## src/rtl/spb_pkg.sv

```systemverilog
`timescale 1ns / 1ps
// ----------------------------------------------------------------------------
// spb_pkg: shared types and constants for the stereo peaking biquad
// Widths, register map, sequencer step codes and the command bundle that the
// controller sends to the datapath.
// ----------------------------------------------------------------------------
package spb_pkg;

  localparam int SAMPLE_BITS_DEF    = 24;
  localparam int COEF_FRAC_BITS_DEF = 28;
  localparam int COEF_BITS          = 32;
  localparam int DELAY_BITS         = 40;
  localparam int NUM_COEFS          = 8;
  localparam int COEF_ADDR_BITS     = 3;
  localparam int CFG_INDEX_BITS     = 4;

  typedef enum logic [1:0] {
    ST_IDLE,
    ST_RUN,
    ST_FINISH
  } state_t;

  // per-channel schedule; products pass prod and term before accumulation
  typedef enum logic [3:0] {
    STEP_MUL_B0,
    STEP_MUL_B1X,
    STEP_MUL_B2X,
    STEP_TAKE_Y,
    STEP_MUL_B1Y,
    STEP_MUL_A2Y,
    STEP_SUB_B1Y,
    STEP_SUB_A2Y,
    STEP_STORE
  } step_t;

  // coefficient slot inside one channel's group of four registers
  typedef enum logic [1:0] {
    COEF_B0,
    COEF_B1,
    COEF_B2,
    COEF_A2
  } coef_sel_t;

  typedef enum logic [2:0] {
    ACC_HOLD,
    ACC_LOAD_D1,
    ACC_ADD_TERM,
    ACC_LOAD_TERM,
    ACC_SUB_TERM
  } acc_op_t;

  typedef enum logic [1:0] {
    ACC2_HOLD,
    ACC2_LOAD_D2,
    ACC2_SUB_TERM
  } acc2_op_t;

  typedef struct packed {
    logic      load_in;
    logic      chan;
    coef_sel_t coef_sel;
    logic      mul_op_y;
    acc_op_t   acc_op;
    acc2_op_t  acc2_op;
    logic      take_y;
    logic      store;
    logic      out_load;
  } cmd_t;

endpackage

```

## src/rtl/spb_ctrl.sv

```systemverilog
`timescale 1ns / 1ps
// ----------------------------------------------------------------------------
// spb_ctrl: frame sequencer
// Walks both channels through the nine-step multiply/accumulate schedule and
// owns the input and output handshakes.
// ----------------------------------------------------------------------------
module spb_ctrl (
  input  logic          clk,
  input  logic          rst,
  input  logic          in_valid,
  output logic          in_ready,
  output logic          out_valid,
  input  logic          out_ready,
  output spb_pkg::cmd_t cmd
);

  spb_pkg::state_t state, state_next;
  spb_pkg::step_t  step, step_next;
  logic            chan, chan_next;
  logic            out_valid_next;

  always_ff @(posedge clk) begin
    if (rst) begin
      state     <= spb_pkg::ST_IDLE;
      step      <= spb_pkg::STEP_MUL_B0;
      chan      <= 1'b0;
      out_valid <= 1'b0;
    end else begin
      state     <= state_next;
      step      <= step_next;
      chan      <= chan_next;
      out_valid <= out_valid_next;
    end
  end

  assign in_ready = (state == spb_pkg::ST_IDLE);

  always_comb begin
    state_next     = state;
    step_next      = step;
    chan_next      = chan;
    out_valid_next = out_valid;
    cmd            = '0;
    cmd.chan       = chan;
    cmd.coef_sel   = spb_pkg::COEF_B0;
    cmd.acc_op     = spb_pkg::ACC_HOLD;
    cmd.acc2_op    = spb_pkg::ACC2_HOLD;

    if (out_valid && out_ready) begin
      out_valid_next = 1'b0;
    end

    case (state)
      spb_pkg::ST_IDLE: begin
        if (in_valid) begin
          cmd.load_in = 1'b1;
          state_next  = spb_pkg::ST_RUN;
          step_next   = spb_pkg::STEP_MUL_B0;
          chan_next   = 1'b0;
        end
      end
      spb_pkg::ST_RUN: begin
        step_next = spb_pkg::step_t'(step + 4'd1);
        case (step)
          spb_pkg::STEP_MUL_B0: begin
            cmd.coef_sel = spb_pkg::COEF_B0;
            cmd.acc_op   = spb_pkg::ACC_LOAD_D1;
          end
          spb_pkg::STEP_MUL_B1X: begin
            cmd.coef_sel = spb_pkg::COEF_B1;
          end
          spb_pkg::STEP_MUL_B2X: begin
            cmd.coef_sel = spb_pkg::COEF_B2;
            cmd.acc_op   = spb_pkg::ACC_ADD_TERM;  // b0*x + d1
          end
          spb_pkg::STEP_TAKE_Y: begin
            cmd.acc2_op = spb_pkg::ACC2_LOAD_D2;   // b1*x + d2
            cmd.take_y  = 1'b1;
          end
          spb_pkg::STEP_MUL_B1Y: begin
            cmd.coef_sel = spb_pkg::COEF_B1;
            cmd.mul_op_y = 1'b1;
            cmd.acc_op   = spb_pkg::ACC_LOAD_TERM; // b2*x
          end
          spb_pkg::STEP_MUL_A2Y: begin
            cmd.coef_sel = spb_pkg::COEF_A2;
            cmd.mul_op_y = 1'b1;
          end
          spb_pkg::STEP_SUB_B1Y: begin
            cmd.acc2_op = spb_pkg::ACC2_SUB_TERM;
          end
          spb_pkg::STEP_SUB_A2Y: begin
            cmd.acc_op = spb_pkg::ACC_SUB_TERM;
          end
          spb_pkg::STEP_STORE: begin
            cmd.store = 1'b1;
            step_next = spb_pkg::STEP_MUL_B0;
            if (chan) begin
              state_next = spb_pkg::ST_FINISH;
            end else begin
              chan_next = 1'b1;
            end
          end
          default: begin
            step_next = spb_pkg::STEP_MUL_B0;
          end
        endcase
      end
      spb_pkg::ST_FINISH: begin
        if (!out_valid || out_ready) begin
          cmd.out_load   = 1'b1;
          out_valid_next = 1'b1;
          state_next     = spb_pkg::ST_IDLE;
        end
      end
      default: begin
        state_next = spb_pkg::ST_IDLE;
      end
    endcase
  end

endmodule

```

## src/rtl/spb_datapath.sv

```systemverilog
`timescale 1ns / 1ps
// ----------------------------------------------------------------------------
// spb_datapath: coefficient bank, shared multiplier and accumulators
// One signed multiply per cycle, a rounding stage, two accumulators, the
// output round/saturate and the four saturating delay registers.
// ----------------------------------------------------------------------------
module spb_datapath #(
  parameter int SAMPLE_BITS    = spb_pkg::SAMPLE_BITS_DEF,
  parameter int COEF_FRAC_BITS = spb_pkg::COEF_FRAC_BITS_DEF
) (
  input  logic                                clk,
  input  logic                                rst,
  input  spb_pkg::cmd_t                       cmd,
  input  logic                                cfg_valid,
  input  logic [spb_pkg::CFG_INDEX_BITS-1:0]  cfg_index,
  input  logic [spb_pkg::COEF_BITS-1:0]       cfg_data,
  input  logic signed [SAMPLE_BITS-1:0]       sample_left,
  input  logic signed [SAMPLE_BITS-1:0]       sample_right,
  input  logic                                restart,
  output logic signed [SAMPLE_BITS-1:0]       out_left,
  output logic signed [SAMPLE_BITS-1:0]       out_right,
  output logic                                clipped
);

  localparam int CW    = spb_pkg::COEF_BITS;
  localparam int DW    = spb_pkg::DELAY_BITS;
  localparam int GUARD = DW - SAMPLE_BITS - 8;
  localparam int SHIFT = COEF_FRAC_BITS - GUARD;
  localparam int PW    = CW + SAMPLE_BITS;
  localparam int AW    = PW + 2;

  localparam logic signed [CW-1:0] COEF_ONE   = CW'(1) << COEF_FRAC_BITS;
  localparam logic signed [PW:0]   HALF_SHIFT = ((PW + 1)'(1) << SHIFT) >> 1;
  localparam logic signed [AW:0]   HALF_GUARD = ((AW + 1)'(1) << GUARD) >> 1;
  localparam logic signed [AW:0]   Y_MAX = {{(AW + 2 - SAMPLE_BITS){1'b0}},
                                            {(SAMPLE_BITS - 1){1'b1}}};
  localparam logic signed [AW:0]   Y_MIN = {{(AW + 2 - SAMPLE_BITS){1'b1}},
                                            {(SAMPLE_BITS - 1){1'b0}}};
  localparam logic signed [AW-1:0] D_MAX = {{(AW - DW + 1){1'b0}}, {(DW - 1){1'b1}}};
  localparam logic signed [AW-1:0] D_MIN = {{(AW - DW + 1){1'b1}}, {(DW - 1){1'b0}}};

  logic signed [CW-1:0]          coef [spb_pkg::NUM_COEFS];
  logic signed [SAMPLE_BITS-1:0] x [2];
  logic signed [SAMPLE_BITS-1:0] y [2];
  logic signed [DW-1:0]          d1 [2];
  logic signed [DW-1:0]          d2 [2];
  logic signed [PW-1:0]          prod;
  logic signed [AW-1:0]          term;
  logic signed [AW-1:0]          acc;
  logic signed [AW-1:0]          acc2;
  logic                          clip_work;

  logic [spb_pkg::COEF_ADDR_BITS-1:0] coef_addr;
  logic signed [CW-1:0]               coef_rd;
  logic signed [SAMPLE_BITS-1:0]      mul_op;
  logic signed [PW:0]                 prod_rnd;
  logic signed [PW:0]                 term_next;
  logic signed [AW-1:0]               d1_ext;
  logic signed [AW-1:0]               d2_ext;
  logic signed [AW:0]                 y_sum;
  logic signed [AW:0]                 y_rnd;
  logic signed [SAMPLE_BITS-1:0]      y_sat;
  logic                               y_hit;
  logic signed [DW-1:0]               n1_sat;
  logic signed [DW-1:0]               n2_sat;

  assign coef_addr = {cmd.chan, cmd.coef_sel};
  assign coef_rd   = coef[coef_addr];
  assign mul_op    = cmd.mul_op_y ? y[cmd.chan] : x[cmd.chan];

  // round half up: add half an LSB, then arithmetic shift
  assign prod_rnd  = $signed({prod[PW-1], prod}) + HALF_SHIFT;
  assign term_next = prod_rnd >>> SHIFT;

  assign d1_ext = {{(AW - DW){d1[cmd.chan][DW-1]}}, d1[cmd.chan]};
  assign d2_ext = {{(AW - DW){d2[cmd.chan][DW-1]}}, d2[cmd.chan]};

  assign y_sum = $signed({acc[AW-1], acc}) + HALF_GUARD;
  assign y_rnd = y_sum >>> GUARD;

  always_comb begin
    y_hit = 1'b0;
    if (y_rnd > Y_MAX) begin
      y_sat = Y_MAX[SAMPLE_BITS-1:0];
      y_hit = 1'b1;
    end else if (y_rnd < Y_MIN) begin
      y_sat = Y_MIN[SAMPLE_BITS-1:0];
      y_hit = 1'b1;
    end else begin
      y_sat = y_rnd[SAMPLE_BITS-1:0];
    end
  end

  // delay terms clamp silently
  always_comb begin
    if (acc2 > D_MAX) begin
      n1_sat = D_MAX[DW-1:0];
    end else if (acc2 < D_MIN) begin
      n1_sat = D_MIN[DW-1:0];
    end else begin
      n1_sat = acc2[DW-1:0];
    end
    if (acc > D_MAX) begin
      n2_sat = D_MAX[DW-1:0];
    end else if (acc < D_MIN) begin
      n2_sat = D_MIN[DW-1:0];
    end else begin
      n2_sat = acc[DW-1:0];
    end
  end

  // coefficients and filter state
  always_ff @(posedge clk) begin
    if (rst) begin
      for (int i = 0; i < spb_pkg::NUM_COEFS; i++) begin
        coef[i] <= ((i % 4) == 0) ? COEF_ONE : '0;
      end
      for (int c = 0; c < 2; c++) begin
        d1[c] <= '0;
        d2[c] <= '0;
      end
    end else begin
      if (cfg_valid && (cfg_index < spb_pkg::CFG_INDEX_BITS'(spb_pkg::NUM_COEFS))) begin
        coef[cfg_index[spb_pkg::COEF_ADDR_BITS-1:0]] <= cfg_data;
      end
      if (cmd.load_in && restart) begin
        for (int c = 0; c < 2; c++) begin
          d1[c] <= '0;
          d2[c] <= '0;
        end
      end else if (cmd.store) begin
        d1[cmd.chan] <= n1_sat;
        d2[cmd.chan] <= n2_sat;
      end
    end
  end

  // arithmetic pipeline and result registers
  always_ff @(posedge clk) begin
    prod <= coef_rd * mul_op;
    term <= {{(AW - PW - 1){term_next[PW]}}, term_next};

    case (cmd.acc_op)
      spb_pkg::ACC_LOAD_D1:   acc <= d1_ext;
      spb_pkg::ACC_ADD_TERM:  acc <= acc + term;
      spb_pkg::ACC_LOAD_TERM: acc <= term;
      spb_pkg::ACC_SUB_TERM:  acc <= acc - term;
      default:                acc <= acc;
    endcase

    case (cmd.acc2_op)
      spb_pkg::ACC2_LOAD_D2:  acc2 <= d2_ext + term;
      spb_pkg::ACC2_SUB_TERM: acc2 <= acc2 - term;
      default:                acc2 <= acc2;
    endcase

    if (cmd.load_in) begin
      x[0]      <= sample_left;
      x[1]      <= sample_right;
      clip_work <= 1'b0;
    end else if (cmd.take_y) begin
      y[cmd.chan] <= y_sat;
      clip_work   <= clip_work | y_hit;
    end

    if (cmd.out_load) begin
      out_left  <= y[0];
      out_right <= y[1];
      clipped   <= clip_work;
    end
  end

endmodule

```

## src/rtl/stereo_peaking_biquad_df2t_core.sv

```systemverilog
`timescale 1ns / 1ps
// ----------------------------------------------------------------------------
// stereo_peaking_biquad_df2t_core: stereo peaking biquad, transposed DF-II
// Fixed-point second-order section per channel with saturating output and
// clip flag; one shared multiplier sequenced by a small controller.
// ----------------------------------------------------------------------------
// Usage
//   Input channel (in_valid/in_ready): one beat is a stereo frame, Q1.23
//   samples plus a restart bit that zeroes all delay state first.
//   Output channel (out_valid/out_ready): one beat per frame with both
//   filtered, saturated samples and a clip flag.
//   Config channel (cfg_valid/cfg_ready): cfg_index 0..7 selects
//   left b0,b1,b2,a2 then right b0,b1,b2,a2 (Q4.28); b1 doubles as a1.
//   Indexes 8 and up are dropped. cfg_ready is always high; write only
//   while no frame is in flight.
// Timing
//   Each channel runs its schedule on the shared multiplier (five products,
//   each through the multiply register and then the rounding register).
//   A frame is accepted in idle; the sequencer runs left, then right, then
//   loads the output register, raising out_valid, before it takes a new frame.
//   The output register is separate from the working registers: a new frame
//   is accepted while the previous result still waits. If that result is
//   still not taken when the next frame finishes, the sequencer holds in its
//   finish state until out_ready.
// Reset
//   rst (synchronous) restores the default coefficients (unity b0, others
//   zero), zeroes delay state and drops out_valid.
// ----------------------------------------------------------------------------
module stereo_peaking_biquad_df2t_core #(
  parameter int SAMPLE_BITS    = spb_pkg::SAMPLE_BITS_DEF,
  parameter int COEF_FRAC_BITS = spb_pkg::COEF_FRAC_BITS_DEF
) (
  input  logic                               clk,
  input  logic                               rst,
  // frame input
  input  logic                               in_valid,
  output logic                               in_ready,
  input  logic signed [SAMPLE_BITS-1:0]      sample_left,
  input  logic signed [SAMPLE_BITS-1:0]      sample_right,
  input  logic                               restart,
  // frame output
  output logic                               out_valid,
  input  logic                               out_ready,
  output logic signed [SAMPLE_BITS-1:0]      out_left,
  output logic signed [SAMPLE_BITS-1:0]      out_right,
  output logic                               clipped,
  // coefficient writes
  input  logic                               cfg_valid,
  output logic                               cfg_ready,
  input  logic [spb_pkg::CFG_INDEX_BITS-1:0] cfg_index,
  input  logic [spb_pkg::COEF_BITS-1:0]      cfg_data
);

  spb_pkg::cmd_t cmd;

  // coefficient bank is a plain register file: writes never stall
  assign cfg_ready = 1'b1;

  spb_ctrl u_ctrl (
    .clk       (clk),
    .rst       (rst),
    .in_valid  (in_valid),
    .in_ready  (in_ready),
    .out_valid (out_valid),
    .out_ready (out_ready),
    .cmd       (cmd)
  );

  spb_datapath #(
    .SAMPLE_BITS    (SAMPLE_BITS),
    .COEF_FRAC_BITS (COEF_FRAC_BITS)
  ) u_datapath (
    .clk          (clk),
    .rst          (rst),
    .cmd          (cmd),
    .cfg_valid    (cfg_valid),
    .cfg_index    (cfg_index),
    .cfg_data     (cfg_data),
    .sample_left  (sample_left),
    .sample_right (sample_right),
    .restart      (restart),
    .out_left     (out_left),
    .out_right    (out_right),
    .clipped      (clipped)
  );

endmodule

```

## config.mk

```make
export PLATFORM = sky130hd
export DESIGN_NAME = stereo_peaking_biquad_df2t_core
export DESIGN_NICKNAME = d
export VERILOG_FILES = /design/src/rtl/spb_pkg.sv /design/src/rtl/spb_ctrl.sv /design/src/rtl/spb_datapath.sv /design/src/rtl/stereo_peaking_biquad_df2t_core.sv
export SDC_FILE = /design/constraint.sdc
export NUM_CORES = 2
export LEC_CHECK = 0
export BUFFER_PORTS_ARGS = -buffer_cell sky130_fd_sc_hd__buf_2
export CAP_MARGIN = 0
export CORE_ASPECT_RATIO = 0.9
export CORE_MARGIN = 3
export CORE_UTILIZATION = 55
export CTS_BUF_LIST = sky130_fd_sc_hd__clkbuf_4 sky130_fd_sc_hd__clkbuf_8
export DETAILED_ROUTE_END_ITERATION = 16
export PLACE_DENSITY = 0.76
export SYNTH_ARGS = -nofsm -noshare
export SYNTH_HDL_FRONTEND = slang
export SYNTH_SLANG_ARGS = --single-unit
```

## constraint.sdc

```tcl
create_clock -name clk -period 16.46 [get_ports clk]
set_input_delay 1.646 -clock clk [delete_from_list [all_inputs] [get_ports clk]]
set_output_delay 1.646 -clock clk [all_outputs]
set_load 0.02 [all_outputs]
```

# After elaboration in Yosys (flattened, before gate mapping)
# Memory sizes are Yosys's and may differ from the RTL's. A register that Yosys moved wholly into a read port is not among the register bits.
# Index checks and enable logic that the tools add are counted.
# totals
reg_bits,219
latchBits,0
ramBits,512
rom_bits,0
inputBits,90
output_inout_bits,52
memories,5
# classes
n_addsub,7
mul,1
n_div,0
n_lt_le_gt_ge,7
eq_ne,20
n_shift,0
mux,74
n_bitwise,5
n_reduce_logical,19
# memory_table
memory,words,word_bits,rd,rd_ports_with_merged_regs,wr,line,text
u_datapath.coef,8,32,1,0,8,spb_datapath.sv:42,logic signed [CW-1:0] coef [spb_pkg::NUM_COEFS];
u_datapath.d1,2,40,1,1,2,spb_datapath.sv:45,logic signed [DW-1:0] d1 [2];
u_datapath.d2,2,40,1,1,2,spb_datapath.sv:46,logic signed [DW-1:0] d2 [2];
u_datapath.x,2,24,1,1,2,spb_datapath.sv:43,logic signed [SAMPLE_BITS-1:0] x [2];
u_datapath.y,2,24,3,3,1,spb_datapath.sv:44,logic signed [SAMPLE_BITS-1:0] y [2];
# op_table
cell,n
$mux W40,10
$pmux W58 S4,1
$gt A58 B40 Y1 const B,2
$lt A58 B40 Y1 const B,2
$pmux W58 S2,1
$sub A58 B37 Y58,2
$reduce_or A40 Y1,2
$mux W24,3
$add A58 B9 Y59 const B,1
$add A58 B37 Y58,1
$add A56 B21 Y57 const B,1
$mul A32 B24 Y56,1
$gt A51 B24 Y1 const B,1
$lt A51 B24 Y1 const B,1
$mux W1,44
$add A40 B37 Y41,1
$mux W32,1
$reduce_or A32 Y1,1
$eq A4 B3 Y1 const B,4
$pmux W2 S3,2
$pmux W3 S4,1
$mux W10,1
$eq A4 B2 Y1 const B,2
$mux W2,4
other kinds (29),43

# Logic depth before layout (Yosys ltp)
# logic_depth
ltp_word,10
mapped_depth,38
mapped_depth_nobuf,33

# Cells and area by module
# Synthesis repeated with hierarchy kept, for this count alone.
# hier_totals
cells_unflattened,6584
area_unflattened_um2,68091.6
# by_module_without_submodules
module,n_inst,cells_each,area_each_um2
spb_datapath,1,6518,67553.5
spb_ctrl,1,64,526.8
stereo_peaking_biquad_df2t_core,1,2,11.3

# Least setup slack after synthesis
# No wires, ideal clock.
# synth_timing
path_type,reg-to-reg
startpoint,register u_ctrl.step[0]
endpoint,register u_datapath.prod[54]
arrival_time_ps,8880
required_time_ps,16354
path_slack_ps,7474
path_stages_with_launch,34
cell_sequence,dfxtp_1 > inv_1 > ha_1 > clkbuf_1 > a21oi_1 > nor2_2 > buf_2 > clkbuf_1 > a221oi_1 > a311o_1 > nand2_1 > clkbuf_1 > nand2_1 > fa_1 > fa_1 > fa_1 > fa_1 > inv_1 > fa_1 > fa_1 > inv_1 > fa_1 > inv_1 > ha_1 > a21oi_1 > nand2_1 > a221o_1 > or3_1 > a21o_1 > a31o_2 > a21o_1 > a21oi_1 > nand2_1 > o311ai_0
# synth_between
elab_chain_cells,6
word_cells_on_any_way,12
# synth_rtl
element,line,text
"start, declared",spb_ctrl.sv:18,"spb_pkg::step_t step, step_next;"
"start signal, assigned",spb_ctrl.sv:25,step <= spb_pkg::STEP_MUL_B0;
"start signal, assigned",spb_ctrl.sv:30,step <= step_next;
$eq A4 B1 Y1 or $eq A4 B3 Y1 (tied branches),spb_ctrl.sv:64,case (step)
$reduce_or A2 Y1 (no source line),-,
$pmux W2 S3 or $mux W1 (tied branches),spb_ctrl.sv:64,
$mux W10 *,spb_ctrl.sv:53,case (state)
$mem_v2 Z8 W32 or $mux W24 (tied branches),-,
$mul A32 B24 Y56 *,spb_datapath.sv:140,prod <= coef_rd * mul_op;
"end signal, assigned",spb_datapath.sv:140,
"end, declared",spb_datapath.sv:47,logic signed [PW-1:0] prod;
# Mark *: on every way between the ends. The rest lies on a longest branch, timed or not.
# A chain may end at the register's enable or synchronous reset.

# Worst setup path in the final report
# Ends and elaborated chain as after synthesis.

==> flow_summary.json <==
{
  "status": "finished clean",
  "critPathLaunch": "u_ctrl.step[0]",
  "die_y_um": 340,
  "clk_latency_ns": 0.90,
  "multi_input_area_um2": 41700,
  "cts.sink_count": 761,
  "cts_setup_buffers": 0,
  "path_clk_slew_ns": 0.06,
  "period_minus_slack_ns": 10.82,
  "period_share_pct": 65.7,
  "fp-row-count": 121,
  "avgViaCountPerCell": 6.22,
  "hold_viol_final": 0,
  "drv_slew": 0,
  "cpMostUsedCell": "fa_1",
  "maxCapViolCount": 0,
  "synth_area_um2": 68100,
  "ys_warn_count": 0,
  "synth_top_area_share_pct": 29.8,
  "synth_edf_count": 677,
  "skew_ns": 0.0652,
  "syn_nets": 8014,
  "cp-end-kind": "register",
  "final-seq-area_um2": 22000,
  "die_w_um": 377,
  "grt_pass1_vias": 54400,
  "setup_tns_ns": 0,
  "grt_use_total_pct": 33.5,
  "root_buffer": "clkbuf_8",
  "yosysTopAreaCell": "edfxtp_1",
  "firstDrtPassIters": 9,
  "cts_max_level": 4,
  "min_from": "u_datapath.clip_work",
  "gp_congestion": 1.00,
  "drc": 0,
  "synth.ff_latch_count": 761,
  "yosysUniqueCellTypes": 93,
  "yosysSeqAreaShare_pct": 32.3,
  "hp-class": "register to register",
  "cts.repair.resized": 0,
  "coreArea_um2": 122000,
  "slew_headroom_pct": 16.5,
  "dr_total_vias": 53300,
  "fillCellCount": 9946,
  "grt_pass1_wl_um": 326000,
  "critPathKind": "register to register",
  "wl_um": 212000,
  "crit_path_max_incr_delay_ns": 0.73,
  "clockBufferDepth": 3,
  "cts_tree": "yes",
  "avgSynthCellArea_um2": 9.97,
  "fmax_ghz": 0.0924,
  "final_net_count": 8037,
  "drt_iter0_drc": 6411,
  "grt_overflow": 0,
  "grt_max_degree": 67,
  "syn2layout_area_growth_pct": 7.44,
  "crit_arrival_ns": 11.56,
  "cp-start-kind": "register",
  "start_util_pct": 55.9,
  "worst_pin_slew_ns": 1.25,
  "slowest_stage": "and2_1",
  "grt_setup_unrepaired": "no",
  "synth_ff_type": "edfxtp_1",
  "portBuffers": 140,
  "numCtsBuffers": 132,
  "r2r_start": "u_ctrl.step[0]",
  "drt-wirelength-per-cell_um": 24.8,
  "synthTopCellsByArea": "edfxtp_1 30%, fa_1 23%, ha_1 5.7%",
  "setup_violations": 0,
  "reg2reg_depth": 31,
  "ctsHoldBuffers": 0,
  "hpwl_um": 157000,
  "min_path_cells": 0,
  "synthArstFlopShare_pct": 0,
  "final_layout_size_suffix_gt1_share_pct": 8.98,
  "ios": 142,
  "antenna_found_initial": 9,
  "drtAntennaViolNets": 0,
  "netlist_instances": 6831,
  "die_area_um2": 128000,
  "cp_data_required_time_ns": 17.20,
  "critPathMaxFanout": 44
}
flip-flops by register name (all words and copies together), names as in the netlist, 4 cells and up, named ones only:
name	flops
u_datapath.coef	256
u_datapath.d1	80
u_datapath.d2	80
u_datapath.acc2	58
u_datapath.acc	58
u_datapath.x	48
u_datapath.y	48
u_datapath.prod	37
u_datapath.term	37
out_left	24
out_right	24
u_ctrl.step	4
cell usage after synthesis (25+ instances only):
| cell type | number |
|---|---|
| and3_1 | 44 |
| nor2_1 | 701 |
| nor2b_1 | 36 |
| or3_1 | 27 |
| clkbuf_1 | 305 |
| o31ai_1 | 30 |
| nand2b_1 | 50 |
| nand2_1 | 730 |
| mux2_2 | 45 |
| o21bai_1 | 43 |
| a31oi_1 | 35 |
| a311o_1 | 30 |
| inv_1 | 907 |
| nor4_1 | 25 |
| mux4_2 | 42 |
| mux2i_1 | 67 |
| a21o_1 | 111 |
| nor3_1 | 56 |
| o221ai_1 | 28 |
| dfxtp_1 | 84 |
| o21a_1 | 40 |
| ha_1 | 308 |
| fa_1 | 785 |
| a221oi_1 | 41 |
| and2_1 | 334 |
| xnor2_1 | 172 |
| nand4_1 | 66 |
| edfxtp_1 | 677 |
| nand3_1 | 125 |
| a21oi_1 | 323 |
| o21ai_0 | 190 |
| xor2_1 | 104 |
final timing paths:
path                         endpoint  slack, ns
hold / removal     u_datapath.clipped       0.44
hold reg to reg    u_datapath.clipped       0.44
setup / recovery  u_datapath.prod[54]       5.64
setup reg to reg  u_datapath.prod[54]       5.64
cell usage in the layout (no fill, tap or decap), types with 34 or more instances in the layout:
cell type and n:
edfxtp_1 677, nand2_1 727, dfxtp_1 82, a221oi_1 41, nor2_1 689, fa_1 785, nand3_1 125, a31oi_1 35
a21oi_1 321, ha_1 307, buf_4 77, o21a_1 40, o21bai_1 43, clkbuf_4 34, nor3_1 53, inv_1 904
buf_2 140, nand2b_1 50, nand4_1 66, xor2_1 104, mux2_2 45, mux2i_1 67, a21o_1 111, xnor2_1 172
clkbuf_8 136, o21ai_0 187, and2_1 334, and3_1 44, mux4_2 42
per-stage QoR:
step	hold slack, ns	util, %	worst slack, ns	cell area [um2]	cells
after floorplan	0.409	-	7.47	68100	6831
after global placement	0.420	57.8	5.86	70400	8319
after detailed placement	0.428	57.8	5.82	70400	8319
after CTS	0.438	60.0	5.73	73200	8550
after global routing	0.459	60.0	4.99	73200	8555
final	0.439	60.0	5.64	73200	8560
kinds of logic after synthesis:
| logic type | count (synthesis) | synth area share [%] |
|---|---|---|
| buf+inv | 1237 | 6.86 |
| mux | 155 | 3.14 |
| flops | 761 | 32.3 |
| compound gates | 1032 | 9.83 |
| simple gates | 2276 | 15.6 |
| fa+ha+maj | 1093 | 28.7 |
| xor+xnor | 276 | 3.55 |
| other cells | 1 | 0.00551 |
per-layer routing:
layer,part of all wire (%),wire length (um),track usage [%],up-vias
met3,14,29500,10.8,569
met4,4.1,8720,13.1,2
met1,39,83800,46.9,26400
met2,42,90200,48.6,3507
li1,-,-,-,22800
met5,0.0085,18,0,-
final cells by class:
type                    count  share of cell area, %
diodes                     10                 0.0342
clock buffers             170                   2.91
clock inverters            61                  0.877
inverters                 909                   4.66
multi-input cells        4833                   56.9
flip-flops and latches    761                   30.1
well taps                1599                   2.73
repair buffers            217                   1.75
critical path, delay by kind of cell (launching register included):
kind,cells,cell delay (ns)
buf+inv,6,1.03
compound gates,9,2.31
mux,1,0.58
simple gates,6,1.81
fa+ha+maj,9,4.49
flops,1,0.36
Power is not shown: default switching activity piles up to over one toggle a cycle in this logic, so the estimate is an artifact.
